===== config.mk =====
export PLATFORM = sky130hd
export DESIGN_NAME = lscc_wb_unit
export DESIGN_NICKNAME = d
export VERILOG_FILES = /design/src/design/lru_sector_cache_controller_top_defines.svh /design/src/design/lscc_pkg.sv /design/src/design/lscc_wb_unit.sv
export SDC_FILE = /design/constraint.sdc
export NUM_CORES = 1
export LEC_CHECK = 0
export BUFFER_PORTS_ARGS = -buffer_cell sky130_fd_sc_hd__buf_2
export CORE_MARGIN = 2
export CORE_UTILIZATION = 60
export DETAILED_ROUTE_END_ITERATION = 6
export GPL_TIMING_DRIVEN = 1
export PLACE_DENSITY = 0.91
export SLEW_MARGIN = 20
export SYNTH_ARGS = -nofsm -noshare
export SYNTH_HDL_FRONTEND = slang
export SYNTH_SLANG_ARGS = --single-unit

===== constraint.sdc =====
create_clock -name vclk -period 11.7
set_clock_uncertainty 0.1 [all_clocks]
set_input_delay 0.585 -clock vclk [all_inputs]
set_output_delay 0.585 -clock vclk [all_outputs]
set_load 0.1 [all_outputs]

===== src/design/lru_sector_cache_controller_top_defines.svh =====
// Assertion macros for the cache controller top.
`ifndef LRU_SECTOR_CACHE_CONTROLLER_TOP_DEFINES_SVH
`define LRU_SECTOR_CACHE_CONTROLLER_TOP_DEFINES_SVH
`ifndef ASSERT_OFF
`define LSCC_ASSERT_SAME(label, ante, cons, msg) \
    label: assert property (@(posedge clk) disable iff (!rst_n) (ante) |-> (cons)) \
        else $error(msg);
`define LSCC_ASSERT_NEXT(label, ante, cons, msg) \
    label: assert property (@(posedge clk) disable iff (!rst_n) (ante) |=> (cons)) \
        else $error(msg);
`else
`define LSCC_ASSERT_SAME(label, ante, cons, msg)
`define LSCC_ASSERT_NEXT(label, ante, cons, msg)
`endif
`endif


===== src/design/lscc_pkg.sv =====
`default_nettype none
package lscc_pkg;

    localparam int NUM_SLOTS    = 32;
    localparam int SLOT_W       = $clog2(NUM_SLOTS);
    localparam int NUM_OWNERS   = 16;
    localparam int OWNER_W      = 4;
    localparam int SECTOR_BYTES = 4096;
    localparam int SECTOR_SHIFT = $clog2(SECTOR_BYTES);
    localparam int SECTOR_W     = 32;
    localparam int SIZE_W       = 48;
    localparam int RES_SLOT_W   = 6;

    localparam logic [SLOT_W-1:0] LAST_SLOT = SLOT_W'(NUM_SLOTS - 1);

    localparam logic [1:0] CMD_MAP   = 2'd0;
    localparam logic [1:0] CMD_FLUSH = 2'd1;
    localparam logic [1:0] CMD_SIZE  = 2'd2;

    localparam logic [1:0] KIND_MAP   = 2'd0;
    localparam logic [1:0] KIND_WB    = 2'd1;
    localparam logic [1:0] KIND_SIZE  = 2'd2;
    localparam logic [1:0] KIND_DONE  = 2'd3;

    localparam logic [1:0] FILL_LEAVE = 2'd0;
    localparam logic [1:0] FILL_ZERO  = 2'd1;
    localparam logic [1:0] FILL_READ  = 2'd2;

    typedef struct packed {
        logic [1:0]          cmd;
        logic [OWNER_W-1:0]  owner;
        logic [SECTOR_W-1:0] sector_index;
        logic                mark_dirty;
        logic                release_req;
        logic                write_back;
        logic [SIZE_W-1:0]   new_file_size;
    } in_item_t;

    typedef struct packed {
        logic [1:0]            kind;
        logic [RES_SLOT_W-1:0] slot;
        logic                  hit;
        logic [1:0]            fill;
        logic [OWNER_W-1:0]    req_owner;
        logic [SECTOR_W-1:0]   req_sector;
        logic [SIZE_W-1:0]     req_length;
        logic                  last;
    } out_item_t;

    typedef struct packed {
        logic              in_range;
        logic              past_ext;
        logic [SIZE_W-1:0] len;
        logic [SIZE_W-1:0] ext_next;
    } wb_res_t;

    function automatic out_item_t make_result(
        input logic [1:0]          kind,
        input logic [SLOT_W-1:0]   slot,
        input logic                hit,
        input logic [1:0]          fill,
        input logic [OWNER_W-1:0]  owner,
        input logic [SECTOR_W-1:0] sector,
        input logic [SIZE_W-1:0]   len,
        input logic                last
    );
        out_item_t r;
        r.kind       = kind;
        r.slot       = {{(RES_SLOT_W - SLOT_W){1'b0}}, slot};
        r.hit        = hit;
        r.fill       = fill;
        r.req_owner  = owner;
        r.req_sector = sector;
        r.req_length = len;
        r.last       = last;
        return r;
    endfunction

endpackage
`default_nettype wire


===== src/design/lscc_wb_unit.sv =====
`default_nettype none
// Shared offset and length unit: sector offset, range check against the file
// size, clamped write-back length and the grown written extent.
module lscc_wb_unit (
    input  wire logic [lscc_pkg::SIZE_W-1:0]   size,
    input  wire logic [lscc_pkg::SECTOR_W-1:0] sector,
    input  wire logic [lscc_pkg::SIZE_W-1:0]   extent,
    output lscc_pkg::wb_res_t                  res
);
    logic [lscc_pkg::SIZE_W-1:0] off;
    logic [lscc_pkg::SIZE_W-1:0] diff;
    logic [lscc_pkg::SIZE_W-1:0] len;
    logic [lscc_pkg::SIZE_W-1:0] fin;

    always_comb
    begin
        off  = {{(lscc_pkg::SIZE_W - lscc_pkg::SECTOR_W - lscc_pkg::SECTOR_SHIFT){1'b0}},
                sector, {lscc_pkg::SECTOR_SHIFT{1'b0}}};
        diff = size - off;
        len  = (diff > lscc_pkg::SIZE_W'(lscc_pkg::SECTOR_BYTES))
             ? lscc_pkg::SIZE_W'(lscc_pkg::SECTOR_BYTES) : diff;
        fin  = off + len;
        res.in_range = size > off;
        res.past_ext = off >= extent;
        res.len      = len;
        res.ext_next = (fin > extent) ? fin : extent;
    end
endmodule
`default_nettype wire

**After elaboration in Yosys (flattened, before gate mapping)**

Cells that the tools add are included.
Widths: inputs -> output; s select.

- Register bits: 0
- Input bits: 128
- Logic and storage cells: 8

- Add/subtract/negate cells: 2
- Order comparisons: 4
- Multiplexer cells: 2

Operators with widths:

| cell | count |
|---|---|
| $mux 48 | 2 |
| $add 44x48->48 | 1 |
| $ge 44x48->1 | 1 |
| $gt 48x13->1 const B | 1 |
| $gt 48x44->1 | 1 |
| $gt 48x48->1 | 1 |
| $sub 48x44->48 | 1 |

**Longest topological paths before layout**

Gate-level depths: netlist (run 1).

- Depth in word-level cells: 6
- Mapped depth: 36
- Mapped depth without buffers: 34

**Worst setup path after synthesis (run 1)**

OpenSTA, ideal clock, no wires.

- Kind: input -> output
- Start point: input size[12] (netlist bit)
- End point: output res[1] (netlist bit)
- Arrival: 10.350 ns
- Data required time: 11.015 ns
- Slack: 0.665 ns
- Stages on the path: 25
- Path buffers: 3
- Cells stage by stage: inv_1 > ha_1 > inv_1 > fa_1 > a21o_1 > a221oi_2 > o211ai_2 > a31o_2 > o211ai_1 > nand3b_1 > or3_4 > buf_2 > nor4_1 > ha_1 > a21o_1 > a21o_1 > a21oi_1 > nor3_1 > a2111oi_0 > o21ai_1 > a211oi_2 > or2_2 > buf_2 > buf_2 > o31ai_1

RTL lines:

| item | RTL line | source |
|---|---|---|
| start, declared | lscc_wb_unit.sv:5 | `input wire logic [lscc_pkg::SIZE_W-1:0] size,` |
| end, declared | lscc_wb_unit.sv:8 | `output lscc_pkg::wb_res_t res` |

==> impl_metrics.csv, run 1 <==
group,metric,value,unit
worst_hold_path,worstHoldPathCells,4,
worst_hold_path,min_path_type,"input port to output port",
synth,ys_types,82,
cts,holdBufCountCts,0,
die,die_y,116.0,um
global_route,grt_pass1_vias,8194,
detailed_routing,drt.antenna.violating_nets,0,
synth,synth_common_cells,"ha_1, inv_1, a21oi_1",
detailed_routing,vias_per_cell,6.283,
timing,finalSetupViolCount,0,
job,drv_cap,0,
run_status,status,"completed",
synth,syn_inst,1078,
worst_setup_path,path_common_cell,"ha_1",
power,leakagePower,4.430,nW
worst_hold_path,hold_start,"size[8]",
timing,rsz0062_at_grt,"no",
worst_setup_path,worstPathArrival,10.38,ns
detailed_routing,wirelength,24670,um
synth,synth.most_common_cell,"ha_1",
worst_hold_path,min_to,"res[8]",
timing,whs,1.578,ns
cells_and_area,seqCellArea,0,um^2
global_route,antenna_found_initial,1,
worst_setup_path,start_kind,"input port",
timing,slew-limit-headroom,33.04,%
cells_and_area,final_cells,1435,
power,peakVddDrop,77.41,uV
timing,hold_violations,0,
placement,gp_congestion,1.045,
die,dieWidth,116.0,um
cells_and_area,fin_nets,1543,
synth,synth.area.top_cells,"ha_1, a21oi_1, inv_1",
worst_setup_path,cp_slowest_cell,"or2_2",
cells_and_area,design.seq.count,0,
power,p_total,0.7247,mW
cts,cts_resized,0,
synth,yosys_warnings,0,
worst_setup_path,worst-endpoint-required,11.02,ns
placement,place_ws,0.8626,ns
timing,fin_tns_setup,0,ns
detailed_routing,vias,9016,
synth,avgSynthCellArea,6.978,um^2
die,rows,40,
timing,max_freq,0.09040,GHz
synth,yosysTopAreaCellShare,23.95,%
timing,fin_crit_sh,94.54,%
cells_and_area,syn_to_final_growth,13.41,%
detailed_routing,first_pass_iters,6,
global_route,grt_use_total,34.82,%
global_route,grt-ovfl-total,0,
detailed_routing,drt-initial-drc-count,944,
worst_setup_path,crit_type,"input port to output port",
timing,min_period,11.06,ns
cells_and_area,drive_gt1_share,19.81,%
cells_and_area,final_core_util,70.43,%
synth,netlist_area,7522,um^2
worst_setup_path,max_stage_delay,0.89,ns
cells_and_area,diodes,0,
die,io_pins,226,
die,die-area,13450,um^2
cells_and_area,nFillCells,1045,
worst_setup_path,endpoint_kind,"output port",
placement,dp.cells,1435,
placement,placed_area,8531,um^2
synth,yosysSeqAreaShare,0,%
placement,dp_hpwl,21140,um
die,fp.coreArea,12110,um^2
worst_setup_path,crit_fanout,42,
cells_and_area,n_clock_buffer,0,
detailed_routing,drc,0,
synth,synth_area_leader_cell,"ha_1",
global_route,grt_pass1_wl,38670,um
die,start_util,62.11,%
placement,port-buffer-count,191,
global_route,grt_max_degree,43,
timing,setup_slack,0.6382,ns
power,powerDensity,84.95,nW/um^2
cts,post_cts_buffers,0,
detailed_routing,avgRoutedWirePerCell,17.19,um
timing,drv_slew,0,
cells_and_area,final_cell_area,8531,um^2
timing,worst_pin_slew,1.004,ns
-- layout by cell type, fill, tap and decap left out, types with 26 or more instances in the layout --
master   count
nand2_1     66
a21oi_1     88
mux2_2      29
o21ai_0     76
buf_2      191
nand4_1     32
nor3_1      33
xnor2_1     26
nor2_1      58
a21o_1      44
inv_1      111
ha_1       144
conb_1      70
-- kinds of logic (layout without fill, tap and decap cells) --
logic type / after synthesis / count (layout) / share of synthesized area, %
other: 1 / 70 / 0.04985
and+or+nand+nor: 329 / 329 / 23.70
buffers and inverters: 184 / 304 / 11.28
adders and majority gates: 146 / 146 / 24.48
muxes: 36 / 36 / 5.339
xor gates and xnor gates: 40 / 40 / 4.657
AOI/OAI and AO/OA: 342 / 342 / 30.49
-- power by group --
group | leakage [nW] | internal [mW] | switching, mW | total [mW]
combinational | 4.43 | 0.205 | 0.520 | 0.725
sequential | 0 | 0 | 0 | 0
clock | 0 | 0 | 0 | 0
total | 4.43 | 0.205 | 0.520 | 0.725
-- cell type report --
cell class | instances | area [um^2] | area share [%]
Tap cell | 168 | 210.2 | 2.464
Timing Repair Buffer | 193 | 970.9 | 11.38
Multi-Input combinational cell | 963 | 6933 | 81.27
Inverter | 111 | 416.7 | 4.884
-- worst max-delay path by stage --
| stage | start | endpoint | slack (ns) |
|---|---|---|---|
| global placement | size[12] | res[30] | 1.08 |
| global route | size[12] | res[33] | 0.03 |
| floorplan | size[12] | res[1] | 0.67 |
| CTS | size[12] | res[20] | 0.84 |
| finish | sector[0] | res[17] | 0.64 |
| detailed placement | size[12] | res[20] | 0.86 |
-- critical path, delay by kind of cell --
family                   cells  cell delay [ns]
AO/OA/AOI/OAI                9             2.31
XOR/XNOR                     1             0.31
adder cells (fa/ha/maj)      5             1.50
buffers and inverters        3             0.62
multiplexers                 1             0.32
AND/OR/NAND/NOR             14             4.71
-- per-layer routing --
layer | wire length [um] | GRT usage, %
met1 | 10110 | 44.71
met2 | 11600 | 61.87
met3 | 2016 | 2.877
met4 | 932 | 10.63
met5 | 11 | 0
Note: power is estimated with default switching activity, not from simulation.
==> run 2, diff against run 1 <==
--- a/config.mk
+++ b/config.mk
@@ -5,12 +5,14 @@
 export SDC_FILE = /design/constraint.sdc
 export NUM_CORES = 1
 export LEC_CHECK = 0
+export ABC_AREA = 1
 export BUFFER_PORTS_ARGS = -buffer_cell sky130_fd_sc_hd__buf_2
 export CORE_MARGIN = 2
 export CORE_UTILIZATION = 60
 export DETAILED_ROUTE_END_ITERATION = 6
 export GPL_TIMING_DRIVEN = 1
 export PLACE_DENSITY = 0.91
+export REMOVE_ABC_BUFFERS = 1
 export SLEW_MARGIN = 20
 export SYNTH_ARGS = -nofsm -noshare
 export SYNTH_HDL_FRONTEND = slang
==> run 2 against run 1 <==
Core utilization grew 0.38 points; combinational power decreased by 3.9%; global-route usage rose by 1.7 points; cell area grew 0.12%; area after synthesis down 1.1%; synthesized cell count grew 25%; critical path type unchanged; critical endpoint is now res[14].
==> impl_metrics.csv, run 2 <==
group,metric,value,unit
run_status,status,"completed",
detailed_routing,drt.antenna.violating_nets,0,
timing,finalSetupViolCount,0,
synth,synth.area.top_cells,"ha_1, nand2_1, inv_1",
worst_setup_path,start_kind,"input port",
timing,slew-limit-headroom,60.24,%
synth,yosysTopAreaCellShare,24.23,%
placement,gp_congestion,1.013,
worst_hold_path,worstHoldPathCells,4,
global_route,grt_max_degree,56,
worst_setup_path,path_buf_inv,4,
cells_and_area,final_cells,1732,
global_route,grt-ovfl-total,0,
synth,yosysSeqAreaShare,0,%
detailed_routing,drc,0,
die,die_y,115.3,um
synth,synthAdderAreaFrac,24.77,%
power,switching_share,76.26,%
worst_setup_path,worst-endpoint-required,11.02,ns
synth,synth_top_family_by_area,"simple AND/OR/NAND/NOR gates",
cells_and_area,final_cell_area,8541,um^2
synth,avgSynthCellArea,5.508,um^2
global_route,grt_pass1_vias,8610,
timing,fin_crit_sh,73.88,%
synth,synth_common_cells,"nand2_1, inv_1, ha_1",
synth,ys_types,46,
synth,synth_xor_area_share,3.887,%
worst_setup_path,worstPathArrival,7.96,ns
synth,netlist_area,7436,um^2
synth,yosys_warnings,0,
power,p_int,0.1656,mW
global_route,grt_pass1_wl,39470,um
cts,cts_resized,0,
timing,fin_tns_setup,0,ns
timing,worst_pin_slew,0.5901,ns
timing,rsz0062_at_grt,"no",
cells_and_area,design.seq.count,0,
worst_setup_path,crit_fanout,55,
die,io_pins,226,
cells_and_area,final_common_cell,"nand2_1",
detailed_routing,vias,9361,
worst_setup_path,path_common_cell,"nand2_1",
synth,synth-simple-area-share,38.48,%
die,rows,40,
timing,max_freq,0.1157,GHz
synth,synth.most_common_cell,"nand2_1",
worst_setup_path,endpoint_kind,"output port",
synth,synth_compound_area_share,16.68,%
global_route,antenna_found_initial,0,
placement,dp.cells,1732,
power,p_sw,0.5318,mW
worst_hold_path,min_to,"res[3]",
cells_and_area,nFillCells,1193,
power,peakVddDrop,72.08,uV
worst_hold_path,hold_start,"extent[3]",
cells_and_area,n_clock_buffer,0,
detailed_routing,wl_met2,12000,um
job,drv_cap,0,
detailed_routing,dr_wl_met3,1747,um
power,seq_power_share,0,%
detailed_routing,wirelength,25200,um
detailed_routing,wirelength_met1,10560,um
detailed_routing,first_pass_iters,6,
worst_setup_path,max_stage_delay,0.52,ns
die,fp.coreArea,12060,um^2
timing,min_period,8.644,ns
worst_setup_path,crit_type,"input port to output port",
worst_setup_path,cp_slowest_cell,"buf_4",
cells_and_area,seqCellArea,0,um^2
cells_and_area,syn_to_final_growth,14.86,%
power,powerDensity,81.66,nW/um^2
power,leakagePower,5.256,nW
cts,post_cts_buffers,0,
cells_and_area,fin_nets,1840,
die,dieWidth,115.3,um
timing,hold_violations,0,
detailed_routing,topRoutingLayerUsed,"met4",
detailed_routing,avgRoutedWirePerCell,14.55,um
die,start_util,61.65,%
cells_and_area,layout_common_cells,"nand2_1, inv_1, buf_2",
detailed_routing,vias_per_cell,5.405,
die,die-area,13300,um^2
cells_and_area,diodes,0,
global_route,grt_use_total,36.48,%
detailed_routing,drt-initial-drc-count,586,
synth,syn_inst,1350,
synth,synthMuxAreaShare,0,%
placement,placed_area,8541,um^2
placement,dp_hpwl,22500,um
cts,holdBufCountCts,0,
power,pwr-share-clk,0,%
timing,drv_slew,0,
synth,synth_area_leader_cell,"ha_1",
cells_and_area,drive_gt1_share,14.96,%
worst_hold_path,min_path_type,"input port to output port",
power,pwr-share-comb,100.0,%
worst_setup_path,critPathTopFamily,"simple AND/OR/NAND/NOR gates",
placement,port-buffer-count,191,
==> run 2: cell types whose count changed in the layout (fill, tap and decap cells not counted), sizes merged, moves of 24 or more <==
cell / delta
a21o: -41
inv: +119
nor2: +68
nand3: +42
nand2: +342
mux2: -30
a21oi: +24
==> run 2: logic make-up (layout without fill, tap and decap cells) <==
| family | Yosys count | after routing |
|---|---|---|
| xor+xnor | 33 | 33 |
| simple gates | 666 | 666 |
| fa+ha+maj | 146 | 146 |
| buf+inv | 278 | 423 |
| other cells | 1 | 70 |
| compound gates | 226 | 226 |
==> run 2: cell type report <==
| type | instances | area [um^2] | area share [%] |
|---|---|---|---|
| inverters | 231 | 867.1 | 10.15 |
| repair buffers | 192 | 963.4 | 11.28 |
| well taps | 168 | 210.2 | 2.461 |
| multi-input cells | 1141 | 6500 | 76.11 |
==> run 2: how the worst max path moves through the flow <==
| stage | start | to | slack, ns | cells after the start |
|---|---|---|---|---|
| 5_1_grt | size[12] | res[18] | 2.36 | 42 |
| 6_report | sector[0] | res[14] | 3.06 | 41 |
| 3_5_place_dp | sector[0] | res[14] | 3.20 | 41 |
| 4_1_cts | sector[0] | res[14] | 3.19 | 41 |
| 2_1_floorplan | size[12] | res[39] | 0.81 | 36 |
| 3_3_place_gp | sector[0] | res[14] | 3.43 | 39 |
==> run 2: power by group through the flow <==
stage / registers (mW) / clock network, mW / logic [mW]
2_1_floorplan: 0 / 0 / 0.542
3_3_place_gp: 0 / 0 / 0.670
3_5_place_dp: 0 / 0 / 0.681
4_1_cts: 0 / 0 / 0.683
5_1_grt: 0 / 0 / 0.754
6_report: 0 / 0 / 0.697
==> run 2: stage by stage <==
step	hold slack, ns	total power, mW	setup slack, ns	util (%)
global placement	1.563	0.6698	3.428	70.81
CTS	1.566	0.6834	3.186	70.81
finish	1.570	0.6974	3.056	70.81
global route	1.583	0.7536	2.357	70.81
floorplan	1.309	0.5418	0.8127	-
detailed placement	1.565	0.6813	3.198	70.81
==> run 2: layer usage <==
| metal | vias up | track usage, % |
|---|---|---|
| met1 | 4156 | 47.68 |
| met4 | 0 | 11.49 |
| li1 | 4723 | - |
| met5 | - | 0 |
| met3 | 71 | 1.160 |
| met2 | 411 | 64.76 |
==> run 2: worst min-delay path, cell delays in order <==
cell and delay [ns]:
buf_2 0.12, nand2_1 0.06, nand2_1 0.04, buf_2 0.28
==> run 3, diff against run 2 <==
--- a/config.mk
+++ b/config.mk
@@ -8,10 +8,10 @@
 export ABC_AREA = 1
 export BUFFER_PORTS_ARGS = -buffer_cell sky130_fd_sc_hd__buf_2
 export CORE_MARGIN = 2
-export CORE_UTILIZATION = 60
+export CORE_UTILIZATION = 50
 export DETAILED_ROUTE_END_ITERATION = 6
 export GPL_TIMING_DRIVEN = 1
-export PLACE_DENSITY = 0.91
+export PLACE_DENSITY = 0.81
 export REMOVE_ABC_BUFFERS = 1
 export SLEW_MARGIN = 20
 export SYNTH_ARGS = -nofsm -noshare
==> constraint.sdc (replaced) <==
create_clock -name vclk -period 7.7
set_clock_uncertainty 0.1 [all_clocks]
set_input_delay 0.385 -clock vclk [all_inputs]
set_output_delay 0.385 -clock vclk [all_outputs]
set_load 0.1 [all_outputs]
==> run 3 against run 2 <==
The run now ends with DRC left; total power up 69%; cell count is 1.4% higher; die area up 19%; flip-flop and latch count stayed put.
==> impl_metrics.csv, run 3 (synthesis gave the netlist of run 2 again) <==
group,metric,value,unit
run_status,status,"finished with violations",
power,powerDensity,129.4,nW/um^2
detailed_routing,drt.antenna.violating_nets,0,
timing,worst_pin_slew,0.5626,ns
global_route,grt_pass1_vias,8616,
cells_and_area,syn_to_final_growth,22.36,%
cells_and_area,drive_gt1_share,15.58,%
timing,rsz0062_at_grt,"no",
power,p_sw,0.8288,mW
power,peakVddDrop,148.3,uV
worst_hold_path,worstHoldPathCells,4,
timing,setup_slack,0.5661,ns
detailed_routing,vias,9249,
power,leakagePower,5.439,nW
cells_and_area,design.seq.count,0,
cells_and_area,nFillCells,1469,
timing,finalSetupViolCount,0,
timing,whs,1.072,ns
placement,gp_congestion,0.9751,
worst_setup_path,startpoint,"sector[13]",
power,pwr-share-clk,0,%
timing,slew-limit-headroom,62.10,%
detailed_routing,wirelength,25880,um
global_route,antenna_found_initial,0,
die,dieWidth,126.0,um
worst_setup_path,crit_type,"input port to output port",
placement,place_ws,0.5961,ns
power,seq_power_share,0,%
worst_setup_path,endpoint_kind,"output port",
power,switching_share,70.40,%
worst_setup_path,max_stage_delay,0.40,ns
cells_and_area,fin_nets,1849,
run_status,violations,"DRC",
timing,max_freq,0.1402,GHz
detailed_routing,drt-initial-drc-count,882,
die,die-area,15860,um^2
detailed_routing,first_pass_iters,7,
cells_and_area,seqCellArea,0,um^2
worst_setup_path,crit_fanout,34,
die,io_pins,226,
cells_and_area,n_clock_buffer,0,
die,fp.coreArea,14530,um^2
power,p_total,1.177,mW
timing,fin_crit_sh,92.65,%
placement,dp_hpwl,22880,um
global_route,grt-ovfl-total,0,
detailed_routing,drc,1,
worst_setup_path,start_kind,"input port",
cells_and_area,final_common_cell,"nand2_1",
timing,hold_violations,0,
cells_and_area,diodes,0,
worst_setup_path,cp_slowest_cell,"fa_1",
worst_setup_path,setup.worst_path.end,"res[2]",
worst_setup_path,path_common_cell,"nand2_1",
cts,holdBufCountCts,0,
die,start_util,51.16,%
timing,drv_slew,0,
detailed_routing,vias_per_cell,5.264,
worst_setup_path,worstPathArrival,6.65,ns
worst_setup_path,worst-endpoint-required,7.21,ns
worst_hold_path,min_path_type,"input port to output port",
global_route,grt_pass1_wl,40760,um
timing,min_period,7.134,ns
placement,port-buffer-count,191,
detailed_routing,avgRoutedWirePerCell,14.73,um
die,die_y,126.0,um
global_route,grt_max_degree,46,
cells_and_area,layout_common_cells,"nand2_1, inv_1, buf_2",
power,pwr-share-comb,100.0,%
global_route,grt_use_total,30.58,%
power,p_int,0.3485,mW
job,drv_cap,0,
die,rows,44,
[run 3: through the flow]
| step | utilization, % | area (um^2) | cells | setup TNS, ns |
|---|---|---|---|---|
| 5_1_grt | 62.60 | 9099 | 1757 | 0 |
| 4_1_cts | 61.93 | 9001 | 1753 | 0 |
| 3_3_place_gp | 61.93 | 9001 | 1753 | 0 |
| 2_1_floorplan | - | 7362 | 1372 | -70.54 |
| 6_report | 62.60 | 9099 | 1757 | 0 |
| 3_5_place_dp | 61.93 | 9001 | 1753 | 0 |
[run 3: power by group through the flow]
stage	Clock, mW	Combinational (mW)	Sequential [mW]
after floorplan	0	0.823	0
after CTS	0	1.14	0
after detailed placement	0	1.14	0
final	0	1.18	0
after global placement	0	1.12	0
after global routing	0	1.26	0
[run 3: critical path, delay by kind of cell]
family | cells | cell delay, ns
and+or+nand+nor | 27 | 3.33
AOI/OAI and AO/OA | 3 | 0.68
buffers and inverters | 6 | 0.96
adders and majority gates | 4 | 1.28
[run 3: worst min path at each step]
stage | from | end
5_1_grt | extent[39] | res[39]
4_1_cts | extent[39] | res[39]
3_3_place_gp | extent[39] | res[39]
6_report | extent[39] | res[39]
2_1_floorplan | size[1] | res[49]
3_5_place_dp | extent[39] | res[39]
[run 3: final cells by class]
type / instances / area (um^2) / area share [%]
timing repair inverter: 1 / 7.507 / 0.08251
multi-input combinational: 1141 / 6504 / 71.48
tap: 184 / 230.2 / 2.530
timing repair buffer: 200 / 1486 / 16.34
inverter: 231 / 870.8 / 9.571
[run 3: metal layers]
layer / global-route usage (%) / routed length [um]
met5: 0 / 0
met4: 7.951 / 812
met3: 1.657 / 1534
met2: 52.28 / 11960
met1: 41.97 / 11570
[run 3: repair_timing]
| action | in CTS | in global routing |
|---|---|---|
| endpoints found under the setup margin | 0 | 35 |
| gates resized for setup | 0 | 31 |
| buffers inserted | 0 | 3 |
